File: src/rtl/rtll_pkg.sv
// ----------------------------------------------------------------------------
// rtll_pkg
// Shared types and codes for the remote table with per-remote link lists.
// ----------------------------------------------------------------------------
package rtll_pkg;

    localparam int ENTRIES_DEF = 16;
    localparam int LINKS_DEF   = 8;
    localparam int ADDR_W      = 24;

    localparam logic [2:0] REQ_ADD    = 3'd0;
    localparam logic [2:0] REQ_REMOVE = 3'd1;
    localparam logic [2:0] REQ_LINK   = 3'd2;
    localparam logic [2:0] REQ_UNLINK = 3'd3;
    localparam logic [2:0] REQ_LOOKUP = 3'd4;

    localparam logic [2:0] ST_OK         = 3'd0;
    localparam logic [2:0] ST_PRESENT    = 3'd1;
    localparam logic [2:0] ST_TABLE_FULL = 3'd2;
    localparam logic [2:0] ST_NOT_FOUND  = 3'd3;
    localparam logic [2:0] ST_LINKED     = 3'd4;
    localparam logic [2:0] ST_LINKS_FULL = 3'd5;
    localparam logic [2:0] ST_NOT_LINKED = 3'd6;
    localparam logic [2:0] ST_UNUSED     = 3'd7;

    typedef struct packed {
        logic [2:0]        req_type;
        logic [ADDR_W-1:0] remote_addr;
        logic [ADDR_W-1:0] device_addr;
    } t_req;

    typedef struct packed {
        logic [2:0] status;
        logic [3:0] link_count;
        logic [4:0] active_count;
    } t_rsp;

    typedef enum logic [2:0] {
        FIN_NONE,
        FIN_ADD,
        FIN_REMOVE,
        FIN_LINK,
        FIN_UNLINK,
        FIN_REPORT
    } t_fin;

    typedef struct packed {
        logic       load;
        logic       scan_start;
        logic       scan_step;
        logic       lscan_start;
        logic       lscan_step;
        logic       shift_start;
        logic       shift_step;
        t_fin       fin;
        logic [2:0] rsp_status;
        logic       cnt_hit;
    } t_cmd;

    typedef struct packed {
        logic [2:0] req_type;
        logic       hit;
        logic       free_ok;
        logic       scan_done;
        logic       lfound;
        logic       lscan_done;
        logic       cnt_full;
        logic       shift_needed;
        logic       shift_done;
        logic       out_free;
    } t_stat;

endpackage

File: src/rtl/rtll_ctrl.sv
// ----------------------------------------------------------------------------
// rtll_ctrl
// Request sequencer: slot scan, link scan, list shift and completion.
// ----------------------------------------------------------------------------
module rtll_ctrl
    import rtll_pkg::*;
(
    input  logic  i_clk,
    input  logic  i_rst_n,
    input  logic  i_req_valid,
    input  t_stat i_stat,
    output logic  o_req_ready,
    output t_cmd  o_cmd
);

    typedef enum logic [1:0] {
        S_IDLE,
        S_SCAN,
        S_LSCAN,
        S_SHIFT
    } t_state;

    t_state r_state;
    t_state n_state;
    logic   r_ready;
    logic   n_ready;

    always_comb begin
        t_fin       v_fin;
        logic [2:0] v_st;
        logic       v_cnt;
        v_fin   = FIN_NONE;
        v_st    = ST_OK;
        v_cnt   = 1'b0;
        n_state = r_state;
        o_cmd   = '0;
        o_cmd.fin = FIN_NONE;
        case (r_state)
            S_IDLE: begin
                if (i_req_valid && r_ready) begin
                    o_cmd.load       = 1'b1;
                    o_cmd.scan_start = 1'b1;
                    n_state          = S_SCAN;
                end
            end
            S_SCAN: begin
                o_cmd.scan_step = 1'b1;
                if (i_stat.scan_done) begin
                    case (i_stat.req_type)
                        REQ_ADD: begin
                            if (i_stat.hit) begin
                                v_fin = FIN_REPORT;
                                v_st  = ST_PRESENT;
                                v_cnt = 1'b1;
                            end else if (!i_stat.free_ok) begin
                                v_fin = FIN_REPORT;
                                v_st  = ST_TABLE_FULL;
                            end else begin
                                v_fin = FIN_ADD;
                            end
                        end
                        REQ_REMOVE: begin
                            if (!i_stat.hit) begin
                                v_fin = FIN_REPORT;
                                v_st  = ST_NOT_FOUND;
                            end else begin
                                v_fin = FIN_REMOVE;
                            end
                        end
                        REQ_LINK, REQ_UNLINK: begin
                            if (!i_stat.hit) begin
                                v_fin = FIN_REPORT;
                                v_st  = ST_NOT_FOUND;
                            end else begin
                                o_cmd.lscan_start = 1'b1;
                                n_state           = S_LSCAN;
                            end
                        end
                        default: begin
                            v_fin = FIN_REPORT;
                            v_st  = i_stat.hit ? ST_OK : ST_NOT_FOUND;
                            v_cnt = i_stat.hit;
                        end
                    endcase
                end
            end
            S_LSCAN: begin
                o_cmd.lscan_step = 1'b1;
                if (i_stat.lscan_done) begin
                    if (i_stat.req_type == REQ_LINK) begin
                        if (i_stat.lfound) begin
                            v_fin = FIN_REPORT;
                            v_st  = ST_LINKED;
                            v_cnt = 1'b1;
                        end else if (i_stat.cnt_full) begin
                            v_fin = FIN_REPORT;
                            v_st  = ST_LINKS_FULL;
                            v_cnt = 1'b1;
                        end else begin
                            v_fin = FIN_LINK;
                        end
                    end else begin
                        if (!i_stat.lfound) begin
                            v_fin = FIN_REPORT;
                            v_st  = ST_NOT_LINKED;
                            v_cnt = 1'b1;
                        end else if (i_stat.shift_needed) begin
                            o_cmd.shift_start = 1'b1;
                            n_state           = S_SHIFT;
                        end else begin
                            v_fin = FIN_UNLINK;
                        end
                    end
                end
            end
            S_SHIFT: begin
                o_cmd.shift_step = 1'b1;
                if (i_stat.shift_done) begin
                    v_fin = FIN_UNLINK;
                end
            end
            default: begin
                n_state = S_IDLE;
            end
        endcase
        // hold completion until the response register can take it
        if (v_fin != FIN_NONE && i_stat.out_free) begin
            o_cmd.fin        = v_fin;
            o_cmd.rsp_status = v_st;
            o_cmd.cnt_hit    = v_cnt;
            n_state          = S_IDLE;
        end
        n_ready = (n_state == S_IDLE);
    end

    always_ff @(posedge i_clk) begin
        if (!i_rst_n) begin
            r_state <= S_IDLE;
            r_ready <= 1'b0;
        end else begin
            r_state <= n_state;
            r_ready <= n_ready;
        end
    end

    assign o_req_ready = r_ready;

endmodule

File: src/rtl/rtll_dpath.sv
// ----------------------------------------------------------------------------
// rtll_dpath
// Slot and link memories, scan counters, active bits and response register.
// ----------------------------------------------------------------------------
module rtll_dpath
    import rtll_pkg::*;
#(
    parameter int ENTRIES = ENTRIES_DEF,
    parameter int LINKS   = LINKS_DEF
) (
    input  logic  i_clk,
    input  logic  i_rst_n,
    input  t_req  i_req,
    input  t_cmd  i_cmd,
    input  logic  i_rsp_ready,
    output t_stat o_stat,
    output logic  o_rsp_valid,
    output t_rsp  o_rsp
);

    localparam int IW     = (ENTRIES > 1) ? $clog2(ENTRIES) : 1;
    localparam int LW     = (LINKS > 1) ? $clog2(LINKS) : 1;
    localparam int SW     = $clog2(ENTRIES + 1);
    localparam int CW     = $clog2(LINKS + 1);
    localparam int LDEPTH = 1 << (IW + LW);

    typedef struct packed {
        logic [CW-1:0]     cnt;
        logic [ADDR_W-1:0] addr;
    } t_slot;

    t_slot             m_slot [ENTRIES];
    logic [ADDR_W-1:0] m_link [LDEPTH];

    t_req              r_req;
    t_slot             r_slot_q;
    logic [ADDR_W-1:0] r_link_q;
    logic [ENTRIES-1:0] r_active;
    logic [SW-1:0]     r_act_cnt;
    logic [SW-1:0]     n_act_cnt;
    logic [SW-1:0]     r_sidx;
    logic [IW-1:0]     r_spidx;
    logic              r_spend;
    logic              r_hit;
    logic [IW-1:0]     r_hit_idx;
    logic [CW-1:0]     r_hit_cnt;
    logic              r_free_ok;
    logic [IW-1:0]     r_free_idx;
    logic [CW-1:0]     r_lidx;
    logic [LW-1:0]     r_lpidx;
    logic              r_lpend;
    logic              r_lfound;
    logic [LW-1:0]     r_lpos;
    logic              r_out_valid;
    t_rsp              r_rsp;
    t_rsp              n_rsp;

    logic              hit_now;
    logic              free_now;
    logic              scan_issue;
    logic              lhit_now;
    logic              l_issue;
    logic              shift_issue;
    logic              slot_we;
    logic [IW-1:0]     slot_wa;
    t_slot             slot_wd;
    logic              link_we;
    logic [IW+LW-1:0]  link_wa;
    logic [ADDR_W-1:0] link_wd;
    logic [IW+LW-1:0]  link_ra;
    logic [CW-1:0]     v_cnt;

    assign hit_now  = r_spend && !r_hit && r_active[r_spidx]
                      && (r_slot_q.addr == r_req.remote_addr);
    assign free_now = r_spend && !r_free_ok && !r_active[r_spidx];
    assign scan_issue = i_cmd.scan_step && !r_hit && !hit_now
                        && (r_sidx != SW'(ENTRIES));

    assign lhit_now = i_cmd.lscan_step && r_lpend && !r_lfound
                      && (r_link_q == r_req.device_addr);
    assign l_issue  = i_cmd.lscan_step && !r_lfound && !lhit_now
                      && (r_lidx != r_hit_cnt);
    assign shift_issue = i_cmd.shift_step && (r_lidx != r_hit_cnt);
    assign link_ra = {r_hit_idx, r_lidx[LW-1:0]};

    always_comb begin
        case (i_cmd.fin)
            FIN_ADD:    n_act_cnt = r_act_cnt + SW'(1);
            FIN_REMOVE: n_act_cnt = r_act_cnt - SW'(1);
            default:    n_act_cnt = r_act_cnt;
        endcase
        case (i_cmd.fin)
            FIN_LINK:   v_cnt = r_hit_cnt + CW'(1);
            FIN_UNLINK: v_cnt = r_hit_cnt - CW'(1);
            FIN_REPORT: v_cnt = i_cmd.cnt_hit ? r_hit_cnt : '0;
            default:    v_cnt = '0;
        endcase
        n_rsp.status       = (i_cmd.fin == FIN_REPORT) ? i_cmd.rsp_status : ST_OK;
        n_rsp.link_count   = 4'(v_cnt);
        n_rsp.active_count = 5'(n_act_cnt);

        slot_we      = (i_cmd.fin == FIN_ADD) || (i_cmd.fin == FIN_LINK)
                       || (i_cmd.fin == FIN_UNLINK);
        slot_wa      = (i_cmd.fin == FIN_ADD) ? r_free_idx : r_hit_idx;
        slot_wd.cnt  = v_cnt;
        slot_wd.addr = r_req.remote_addr;

        link_we = (i_cmd.fin == FIN_LINK) || (i_cmd.shift_step && r_lpend);
        if (i_cmd.fin == FIN_LINK) begin
            link_wa = {r_hit_idx, r_hit_cnt[LW-1:0]};
            link_wd = r_req.device_addr;
        end else begin
            link_wa = {r_hit_idx, LW'(r_lpidx - LW'(1))};
            link_wd = r_link_q;
        end
    end

    always_ff @(posedge i_clk) begin
        if (slot_we) begin
            m_slot[slot_wa] <= slot_wd;
        end
        if (scan_issue) begin
            r_slot_q <= m_slot[r_sidx[IW-1:0]];
        end
    end

    always_ff @(posedge i_clk) begin
        if (link_we) begin
            m_link[link_wa] <= link_wd;
        end
        if (l_issue || shift_issue) begin
            r_link_q <= m_link[link_ra];
        end
    end

    always_ff @(posedge i_clk) begin
        if (i_cmd.load) begin
            r_req <= i_req;
        end
        if (scan_issue) begin
            r_spidx <= r_sidx[IW-1:0];
        end
        if (hit_now) begin
            r_hit_idx <= r_spidx;
            r_hit_cnt <= r_slot_q.cnt;
        end
        if (free_now) begin
            r_free_idx <= r_spidx;
        end
        if (l_issue || shift_issue) begin
            r_lpidx <= r_lidx[LW-1:0];
        end
        if (lhit_now) begin
            r_lpos <= r_lpidx;
        end
        if (i_cmd.fin != FIN_NONE) begin
            r_rsp <= n_rsp;
        end
    end

    always_ff @(posedge i_clk) begin
        if (!i_rst_n) begin
            r_active    <= '0;
            r_act_cnt   <= '0;
            r_sidx      <= '0;
            r_spend     <= 1'b0;
            r_hit       <= 1'b0;
            r_free_ok   <= 1'b0;
            r_lidx      <= '0;
            r_lpend     <= 1'b0;
            r_lfound    <= 1'b0;
            r_out_valid <= 1'b0;
        end else begin
            if (i_cmd.scan_start) begin
                r_sidx    <= '0;
                r_spend   <= 1'b0;
                r_hit     <= 1'b0;
                r_free_ok <= 1'b0;
            end else if (i_cmd.scan_step) begin
                if (hit_now) begin
                    r_hit <= 1'b1;
                end
                if (free_now) begin
                    r_free_ok <= 1'b1;
                end
                r_spend <= scan_issue;
                if (scan_issue) begin
                    r_sidx <= r_sidx + SW'(1);
                end
            end

            if (i_cmd.lscan_start) begin
                r_lidx   <= '0;
                r_lpend  <= 1'b0;
                r_lfound <= 1'b0;
            end else if (i_cmd.shift_start) begin
                r_lidx  <= CW'(r_lpos) + CW'(1);
                r_lpend <= 1'b0;
            end else if (i_cmd.lscan_step) begin
                if (lhit_now) begin
                    r_lfound <= 1'b1;
                end
                r_lpend <= l_issue;
                if (l_issue) begin
                    r_lidx <= r_lidx + CW'(1);
                end
            end else if (i_cmd.shift_step) begin
                r_lpend <= shift_issue;
                if (shift_issue) begin
                    r_lidx <= r_lidx + CW'(1);
                end
            end

            case (i_cmd.fin)
                FIN_ADD:    r_active[r_free_idx] <= 1'b1;
                FIN_REMOVE: r_active[r_hit_idx]  <= 1'b0;
                default:    r_active <= r_active;
            endcase
            r_act_cnt <= n_act_cnt;

            if (i_cmd.fin != FIN_NONE) begin
                r_out_valid <= 1'b1;
            end else if (i_rsp_ready) begin
                r_out_valid <= 1'b0;
            end
        end
    end

    assign o_stat.req_type     = r_req.req_type;
    assign o_stat.hit          = r_hit;
    assign o_stat.free_ok      = r_free_ok;
    assign o_stat.scan_done    = !r_spend && (r_hit || (r_sidx == SW'(ENTRIES)));
    assign o_stat.lfound       = r_lfound;
    assign o_stat.lscan_done   = !r_lpend && (r_lfound || (r_lidx == r_hit_cnt));
    assign o_stat.cnt_full     = (r_hit_cnt >= CW'(LINKS));
    assign o_stat.shift_needed = ((CW'(r_lpos) + CW'(1)) < r_hit_cnt);
    assign o_stat.shift_done   = !r_lpend && (r_lidx == r_hit_cnt);
    assign o_stat.out_free     = !r_out_valid || i_rsp_ready;

    assign o_rsp_valid = r_out_valid;
    assign o_rsp       = r_rsp;

endmodule

File: src/rtl/remote_table_with_link_lists.sv
// ----------------------------------------------------------------------------
// remote_table_with_link_lists
// Table of remotes with ordered per-remote device link lists.
// ----------------------------------------------------------------------------
// Flow: one request at a time; ready returns in the cycle after the response
//   loads, and a completion waits while the response is held off.
// Reset: synchronous; all remotes inactive, active count zero, no clearing pass.
// ----------------------------------------------------------------------------
module remote_table_with_link_lists
    import rtll_pkg::*;
#(
    parameter int ENTRIES = ENTRIES_DEF,
    parameter int LINKS   = LINKS_DEF
) (
    input  logic i_clk,
    input  logic i_rst_n,
    input  logic i_req_valid,
    output logic o_req_ready,
    input  t_req i_req,
    output logic o_rsp_valid,
    input  logic i_rsp_ready,
    output t_rsp o_rsp
);

    t_cmd  cmd;
    t_stat stat;

    rtll_ctrl u_ctrl (
        .i_clk       (i_clk),
        .i_rst_n     (i_rst_n),
        .i_req_valid (i_req_valid),
        .i_stat      (stat),
        .o_req_ready (o_req_ready),
        .o_cmd       (cmd)
    );

    rtll_dpath #(
        .ENTRIES (ENTRIES),
        .LINKS   (LINKS)
    ) u_dpath (
        .i_clk       (i_clk),
        .i_rst_n     (i_rst_n),
        .i_req       (i_req),
        .i_cmd       (cmd),
        .i_rsp_ready (i_rsp_ready),
        .o_stat      (stat),
        .o_rsp_valid (o_rsp_valid),
        .o_rsp       (o_rsp)
    );

endmodule

File: config.mk
export PLATFORM = sky130hd
export DESIGN_NAME = remote_table_with_link_lists
export DESIGN_NICKNAME = d
export VERILOG_FILES = /design/src/rtl/rtll_pkg.sv /design/src/rtl/rtll_ctrl.sv /design/src/rtl/rtll_dpath.sv /design/src/rtl/remote_table_with_link_lists.sv
export SDC_FILE = /design/constraint.sdc
export NUM_CORES = 2
export LEC_CHECK = 0
export BUFFER_PORTS_ARGS = -buffer_cell sky130_fd_sc_hd__buf_2
export CORE_UTILIZATION = 60
export CTS_CLUSTER_DIAMETER = 60
export DETAILED_ROUTE_END_ITERATION = 10
export PLACE_DENSITY = 0.76
export SETUP_SLACK_MARGIN = 0.4
export SLEW_MARGIN = 40
export SYNTH_ARGS = -nofsm -noshare
export SYNTH_HDL_FRONTEND = slang
export SYNTH_SLANG_ARGS = --single-unit
File: constraint.sdc
create_clock -name i_clk -period 5.8 [get_ports i_clk]
set_input_delay 0 -clock i_clk [delete_from_list [all_inputs] [get_ports i_clk]]
set_output_delay 0 -clock i_clk [all_outputs]
set_load 0.02 [all_outputs]
## Word-level counts from Yosys, hierarchy flattened

Memory sizes are Yosys's and may differ from the RTL's. A register that Yosys moved wholly into a read port is not among the register bits.
Index checks and enable logic that the tools add are counted.

| word-level totals | value |
|---|---|
| logic and storage cells | 206 |
| memories kept | 2 |
| RAM bits | 3520 |
| output and inout port bits | 14 |
| register bits after elaboration | 124 |
| input port bits | 55 |

| cells by class | value |
|---|---|
| multiplexer cells | 82 |
| bitwise operators | 5 |
| $add $sub $neg | 8 |
| order comparisons | 7 |
| eq/ne operators | 18 |
| reductions and logical operators | 60 |

Memories:

| name | depth | bits a word | read ports | clocked after memory_dff | wr ports | line | RTL |
|---|---|---|---|---|---|---|---|
| u_dpath.m_link | 128 | 24 | 1 | 1 | 1 | rtll_dpath.sv:33 | `logic [ADDR_W-1:0] m_link [LDEPTH];` |
| u_dpath.m_slot | 16 | 28 | 1 | 1 | 1 | rtll_dpath.sv:32 | `t_slot m_slot [ENTRIES];` |

Operators by type and width:

| kind | count |
|---|---|
| 2-to-1 mux 3 bit | 21 |
| == test 24 bit | 2 |
| case mux 16 bit (2 select lines) | 1 |
| 2-to-1 mux 2 bit | 15 |
| 2-to-1 mux 4 bit | 7 |
| 2-to-1 mux 1 bit | 25 |
| 2-to-1 mux 24 bit | 1 |
| logical AND 1 bit | 23 |
| case mux 3 bit (3 select lines) | 2 |
| AND 16 bit | 1 |
| NOT 16 bit | 1 |
| OR 16 bit | 1 |
| < comparator 4 x 5 -> 1 bit (second input constant) | 3 |
| == test 3 x 2 -> 1 bit (second input constant) | 4 |
| case mux 4 bit (3 select lines) | 1 |
| nonzero test 3 bit | 4 |
| adder 5 x 1 -> 5 bit (second input constant) | 2 |
| case mux 5 bit (2 select lines) | 1 |
| zero test 1 bit | 9 |
| adder 4 x 1 -> 4 bit (second input constant) | 2 |
| demux 1 bit (select 4 bit) | 2 |
| greater-or-equal comparator 4 x 1 -> 1 bit (second input constant) | 2 |
| AND reduction 2 bit | 4 |
| logical OR 1 bit | 7 |
| 27 further kinds | 39 |

## Logic depth before layout (Yosys ltp)

| logic depth | value |
|---|---|
| depth in word-level cells | 16 |
| depth in mapped cells | 19 |
| depth with buffers taken out | 15 |

## By module

Synthesis repeated with hierarchy kept, for this count alone.

| second synthesis, totals | value |
|---|---|
| cells, all modules | 7044 |
| area total of the unflattened synthesis | 142937.1 um2 |

By module, submodules not included:

| module | area an instance (um2) | instances | cells each | sequential area each (um2) |
|---|---|---|---|---|
| rtll_dpath | 142432.9 | 1 | 6974 | 110536.0 |
| rtll_ctrl | 504.2 | 1 | 70 | 60.1 |

## Least setup slack after synthesis

Ideal clock, no wire load.

| path | value |
|---|---|
| path kind | register to register |
| start | register u_dpath.r_sidx[0] |
| end | memory u_dpath.m_slot[0][0] in the netlist's numbering (enable) |
| period minus slack after synthesis | 5.097 ns |
| stages on the path, launching flop included | 13 |
| slack | 0.703 ns |
| data arrival time | 4.675 ns |
| setup time | 0.422 ns |
| required time | 5.378 ns |
| path buffers | 3 |
| path through | dfxtp_1 > clkbuf_1 > buf_1 > buf_1 > inv_1 > ha_1 > and4bb_2 > o21a_1 > o21ai_0 > o21ai_0 > nor4b_4 > nand2_1 > a21oi_1 |

| on the way | value |
|---|---|
| word-level cells in the longest chain between the ends | 13 |
| elaborated cells on any way between the ends | 16 |
| classes of those cells | 4 x eq/ne; 6 x mux; 6 x reduce/logical |

Ends and longest elaborated chain:

| what | line | RTL |
|---|---|---|
| start, declared | rtll_dpath.sv:41 | `logic [SW-1:0] r_sidx;` |
| start signal, assigned | rtll_dpath.sv:188 | `r_sidx <= r_sidx + SW'(1);` |
| == test 5 bit (*) | rtll_dpath.sv:232 | `assign o_stat.scan_done = !r_spend && (r_hit \|\| (r_sidx == SW'(ENTRIES)));` |
| logical OR 1 bit (*) | rtll_dpath.sv:232 |  |
| logical AND 1 bit (*) | rtll_dpath.sv:232 |  |
| 2-to-1 mux 3 bit (*) | rtll_ctrl.sv:48 | `if (i_stat.scan_done) begin` |
| case mux 3 bit (3 select lines) (*) | rtll_ctrl.sv:38 | `case (r_state)` |
| nonzero test 3 bit | rtll_ctrl.sv:127 | `if (v_fin != FIN_NONE && i_stat.out_free) begin` |
| logical AND 1 bit | rtll_ctrl.sv:127 |  |
| 2-to-1 mux 7 bit (*) | rtll_ctrl.sv:127 |  |
| == test 3 x 1 -> 1 bit / == test 3 x 2 -> 1 bit (equally long branches) | rtll_dpath.sv:102, rtll_dpath.sv:104 |  |
| logical OR 1 bit | rtll_dpath.sv:102 | `slot_we = (i_cmd.fin == FIN_ADD) \|\| (i_cmd.fin == FIN_LINK)` |
| logical OR 1 bit | rtll_dpath.sv:103 | `\|\| (i_cmd.fin == FIN_UNLINK);` |
| 2-to-1 mux 1 bit | rtll_dpath.sv:119 | `if (slot_we) begin` |
| 2-to-1 mux 1 bit (not written as such) | rtll_dpath.sv:120 | `m_slot[slot_wa] <= slot_wd;` |
| end, declared | rtll_dpath.sv:32 |  |

Mark *: on every way between the ends. The rest lies on a longest branch, timed or not.

## Worst setup path in the final report

| path | value |
|---|---|
| start | register u_dpath.r_lpos[0] |
| end | memory u_dpath.m_link[44][15] (enable) |

| on the way | value |
|---|---|
| word-level cells in the longest chain between the ends | 14 |
| elaborated cells on any way between the ends | 15 |
| classes of those cells | 1 x add/sub; 1 x order compare; 1 x eq/ne; 9 x mux; 3 x reduce/logical |

Ends and longest elaborated chain:

| what | line | RTL |
|---|---|---|
| start, declared | rtll_dpath.sv:53 | `logic [LW-1:0] r_lpos;` |
| start signal, assigned | rtll_dpath.sv:154 | `r_lpos <= r_lpidx;` |
| adder 3 x 1 -> 4 bit (*) | rtll_dpath.sv:236 | `assign o_stat.shift_needed = ((CW'(r_lpos) + CW'(1)) < r_hit_cnt);` |
| < comparator 4 bit (*) | rtll_dpath.sv:236 |  |
| 2-to-1 mux 3 bit (*) | rtll_ctrl.sv:107 | `end else if (i_stat.shift_needed) begin` |
| 2-to-1 mux 3 bit (*) | rtll_ctrl.sv:103 | `if (!i_stat.lfound) begin` |
| 2-to-1 mux 3 bit (*) | rtll_ctrl.sv:90 | `if (i_stat.req_type == REQ_LINK) begin` |
| 2-to-1 mux 3 bit (*) | rtll_ctrl.sv:89 | `if (i_stat.lscan_done) begin` |
| case mux 3 bit (3 select lines) (*) | rtll_ctrl.sv:38 |  |
| nonzero test 3 bit | rtll_ctrl.sv:127 |  |
| logical AND 1 bit | rtll_ctrl.sv:127 |  |
| 2-to-1 mux 7 bit (*) | rtll_ctrl.sv:127 |  |
| == test 3 x 2 -> 1 bit (*) | rtll_dpath.sv:108, rtll_dpath.sv:109 |  |
| logical OR 1 bit | rtll_dpath.sv:108 | `link_we = (i_cmd.fin == FIN_LINK) \|\| (i_cmd.shift_step && r_lpend);` |
| 2-to-1 mux 1 bit | rtll_dpath.sv:128 | `if (link_we) begin` |
| 2-to-1 mux 1 bit (not written as such) | rtll_dpath.sv:129 | `m_link[link_wa] <= link_wd;` |
| end, declared | rtll_dpath.sv:33 |  |

Marks and branches as above.

==> metrics.md <==
| Metric | Value |
|---|---|
| Outcome | finished, final reports clean |
| Biggest area consumer among synthesized cells | edfxtp_1 |
| Bufs and invs on worst path | 3 |
| Die Height | 488.7 µm |
| Worst vdd ir | 0.3034 mV |
| Final antenna-violating net count | 0 |
| Mapped Cells | 6272 |
| Syn nets | 6347 |
| Hpwl dp | 203300 µm |
| Warnings, synthesis | 0 |
| Worst Tran Pin Value | 0.9680 ns |
| Global-route wire length before repair | 513500 µm |
| Leak Pwr | 51.80 nW |
| TritonCTS Buffers | 374 |
| Post-Syn Area per Cell | 22.66 µm² |
| Worst rel slew slack | 34.97% |
| Min Tclk post-route | 5.077 ns |
| Htree depth | 5 |
| Sequential share of the synthesized area | 77.80% |
| Setup TNS | 0 ns |
| All-Layer GR Usage | 30.66% |
| Cell area after synthesis | 142200 µm² |
| Global placer's final weighted congestion | 0.8897 |
| Worst slack, placed | 0.8748 ns |
| WL final | 363300 µm |
| WL per Instance | 35.46 µm |
| CTS tree | built |
| Period utilization | 87.53% |
| PortBufs | 68 |
| Max incr delay on CP | 0.73 ns |
| Arrival time worst endpoint | 5.69 ns |
| Final #Nets | 6888 |
| Row count | 178 |
| Crit path capture type | flip-flop |
| Core Box Area | 235400 µm² |
| Clock sink count | 3696 |
| Die Wd | 488.7 µm |
| Worst-path cell chain | ha_1 -> ha_1 -> a21boi_0 -> o211a_1 -> o21ai_1 -> o21ai_1 -> nor4_4 -> buf_12 -> buf_4 -> o211ai_2 -> nor2_2 -> buf_4 |
| Crit start category | flip-flop |
| CP Data Required Time | 6.42 ns |
| Peak Freq | 197.0 MHz |
| Ratio of cells with drive above 1 in the final layout | 28.70% |
| Total power density per cell area | 325.7 nW/µm² |
| Vias in the first global route | 70.13k |
| Hold Path Class | in -> reg |
| Synth async-reset ratio | 0% |
| Post-synth EDFFs | 3657 |
| Worst-skew pair later-pin latency | 0.99 ns |
| Initial Utilization | 60.39% |
| Top cell type's share of synthesized area | 77.25% |
| Initial DRC Count | 10.63k |
| Top post-synthesis cells by area | edfxtp_1, mux4_2, mux2i_1 |
| #FFs+latches synth | 3696 |
| Crit path max-delay family | compound AO/OA/AOI/OAI gates |
| Finish-stage setup viols | 0 |
| Worst Path Max Fanout | 37 |
| Remaining global-route overflow | 0 |
| Residual DRC | 0 |
| Max clock buf depth | 4 |
| Final Slew Violations | 0 |
| Largest net degree at the start of global routing | 124 |
| Post-CTS Setup Inserts | 0 |
| I/O Pins | 69 |
| RSZ-0062 raised after global routing | false |
| Clock slew at reported path FFs | 0.06 ns |
| DRT Pass-1 Iters | 7 |
| Vias | 70.98k |
| Slowest CP cell | nor2_2 |
| Critical path class | reg -> reg |
| Initial antenna violation count | 11 |
| CTS root buf | clkbuf_16 |
| Clock skew | 0.07208 ns |
| DIE AREA | 238900 µm² |
| Setup WS post-layout | 0.7231 ns |
| CTS resizes | 0 |
| Main flop type after synthesis | edfxtp_1 |
| Final Hold Fails | 0 |
| Layout area overhead | 14.10% |
| Vias/cell | 6.927 |
| Synth cell types | 70 |
| Max capacitance violation total | 0 |
-- report_power, final --
part | leakage, nW | internal [W] | switching (W) | total (W)
Clock | 5.68 | 0.0135 | 0.00985 | 0.0234
Combinational | 13.0 | 0.000192 | 0.000183 | 0.000375
Sequential | 33.1 | 0.0290 | 0.0000791 | 0.0291
-- cell usage in the layout (no fill, tap or decap), drive strengths merged, types with 36 or more instances in the layout --
cell type	synthesis	layout
edfxtp	3657	3657
mux4	913	913
clkbuf	189	446
mux2i	405	405
buf	142	387
o22ai	192	192
nor2	179	179
clkinv	0	154
nor3	116	116
dlygate4sd3	0	109
nor4	43	43
o21ai	40	40
nand2	39	39
dfxtp	39	39
bufinv	0	36
-- per-layer routing --
layer | wire length [µm] | part of all wire (%) | track usage (%) | up-vias
met5 | 105 | 0.029 | 0 | -
met4 | 18350 | 5.1 | 13.70 | 16
met3 | 43550 | 12 | 7.433 | 814
met2 | 169900 | 47 | 46.42 | 5077
met1 | 131400 | 36 | 43.00 | 37310
li1 | - | - | - | 27760
-- final timing paths --
check,startpoint,end,slack (ns),depth (start not counted)
max,u_dpath.r_lpos[0],u_dpath.m_link[44][15],0.72,12
min,i_rst_n,u_dpath.r_act_cnt[3],0.26,4
max reg2reg,u_dpath.r_lpos[0],u_dpath.m_link[44][15],0.72,12
min reg2reg,u_dpath.r_lpidx[1],u_dpath.r_lpos[1],0.47,0
-- flip-flops by register name (all words and copies together) (netlist names), 12 cells and up --
name,count
u_dpath.m_link,3072
u_dpath.m_slot,448
u_dpath.o_rsp,12
u_dpath.r_active,16
u_dpath.r_link_q,24
u_dpath.r_req,48
u_dpath.r_slot_q,28
-- cell type report --
cell class                 count  area (µm²)
sequential                  3696      110600
fill                       13530       73210
multi-input combinational   2221       31060
clock buffer                 446        9736
timing repair buffer         496        4771
tap                         3150        3941
clock inverter               211        1976
inverter                      24       98.84
antenna                        2       5.005
-- synthesized netlist by cell type (all sizes together), types with 13 or more instances --
| library cell | instances |
|---|---|
| nand2b | 13 |
| dfxtp | 39 |
| ha | 18 |
| nor2b | 16 |
| mux2 | 27 |
| clkbuf | 189 |
| nand3 | 15 |
| mux2i | 405 |
| nor3 | 116 |
| o22ai | 192 |
| mux4 | 913 |
| nor4 | 43 |
| xor2 | 30 |
| buf | 142 |
| o21ai | 40 |
| a21oi | 28 |
| xnor2 | 31 |
| inv | 24 |
| nand2 | 39 |
| nor2 | 179 |
| o311ai | 15 |
| edfxtp | 3657 |
-- metrics by stage --
stage	instance area, µm²	power, W	hold WS [ns]	utilization [%]	std cells
global placement	148700	0.02993	0.1761	63.16	9455
finish	162200	0.05283	0.2570	68.90	10250
detailed placement	149200	0.02995	0.1781	63.38	9474
global route	162200	0.05395	0.2650	68.90	10250
CTS	162000	0.05294	0.1995	68.82	10240
floorplan	142200	0.02981	0.09887	-	6272
-- worst reg2reg max path: stages, from the launching register on --
cell and delay (ns):
edfxtp_1 0.44, ha_1 0.34, ha_1 0.27, a21boi_0 0.13, o211a_1 0.27, o21ai_1 0.39
o21ai_1 0.33, nor4_4 0.39, buf_12 0.37, buf_4 0.38, o211ai_2 0.35, nor2_2 0.74
buf_4 0.36
-- cells by family (layout without fill, tap and decap cells) --
group | count (synthesis) | in the layout | synth area share [%]
XOR/XNOR | 61 | 61 | 0.3758
adder cells (fa/ha/maj) | 20 | 20 | 0.1866
AO/OA/AOI/OAI | 329 | 329 | 1.521
buffers and inverters | 355 | 1177 | 0.9700
multiplexers | 1345 | 1345 | 17.54
other | 0 | 2 | 0
AND/OR/NAND/NOR | 466 | 466 | 1.605
flip-flops | 3696 | 3696 | 77.80
-- timing repair --
action                     CTS  global route
hold endpoints to repair    90             0
setup endpoints to repair    0             0
hold buffers               109             0
Note: power is estimated with default switching activity, not from simulation.
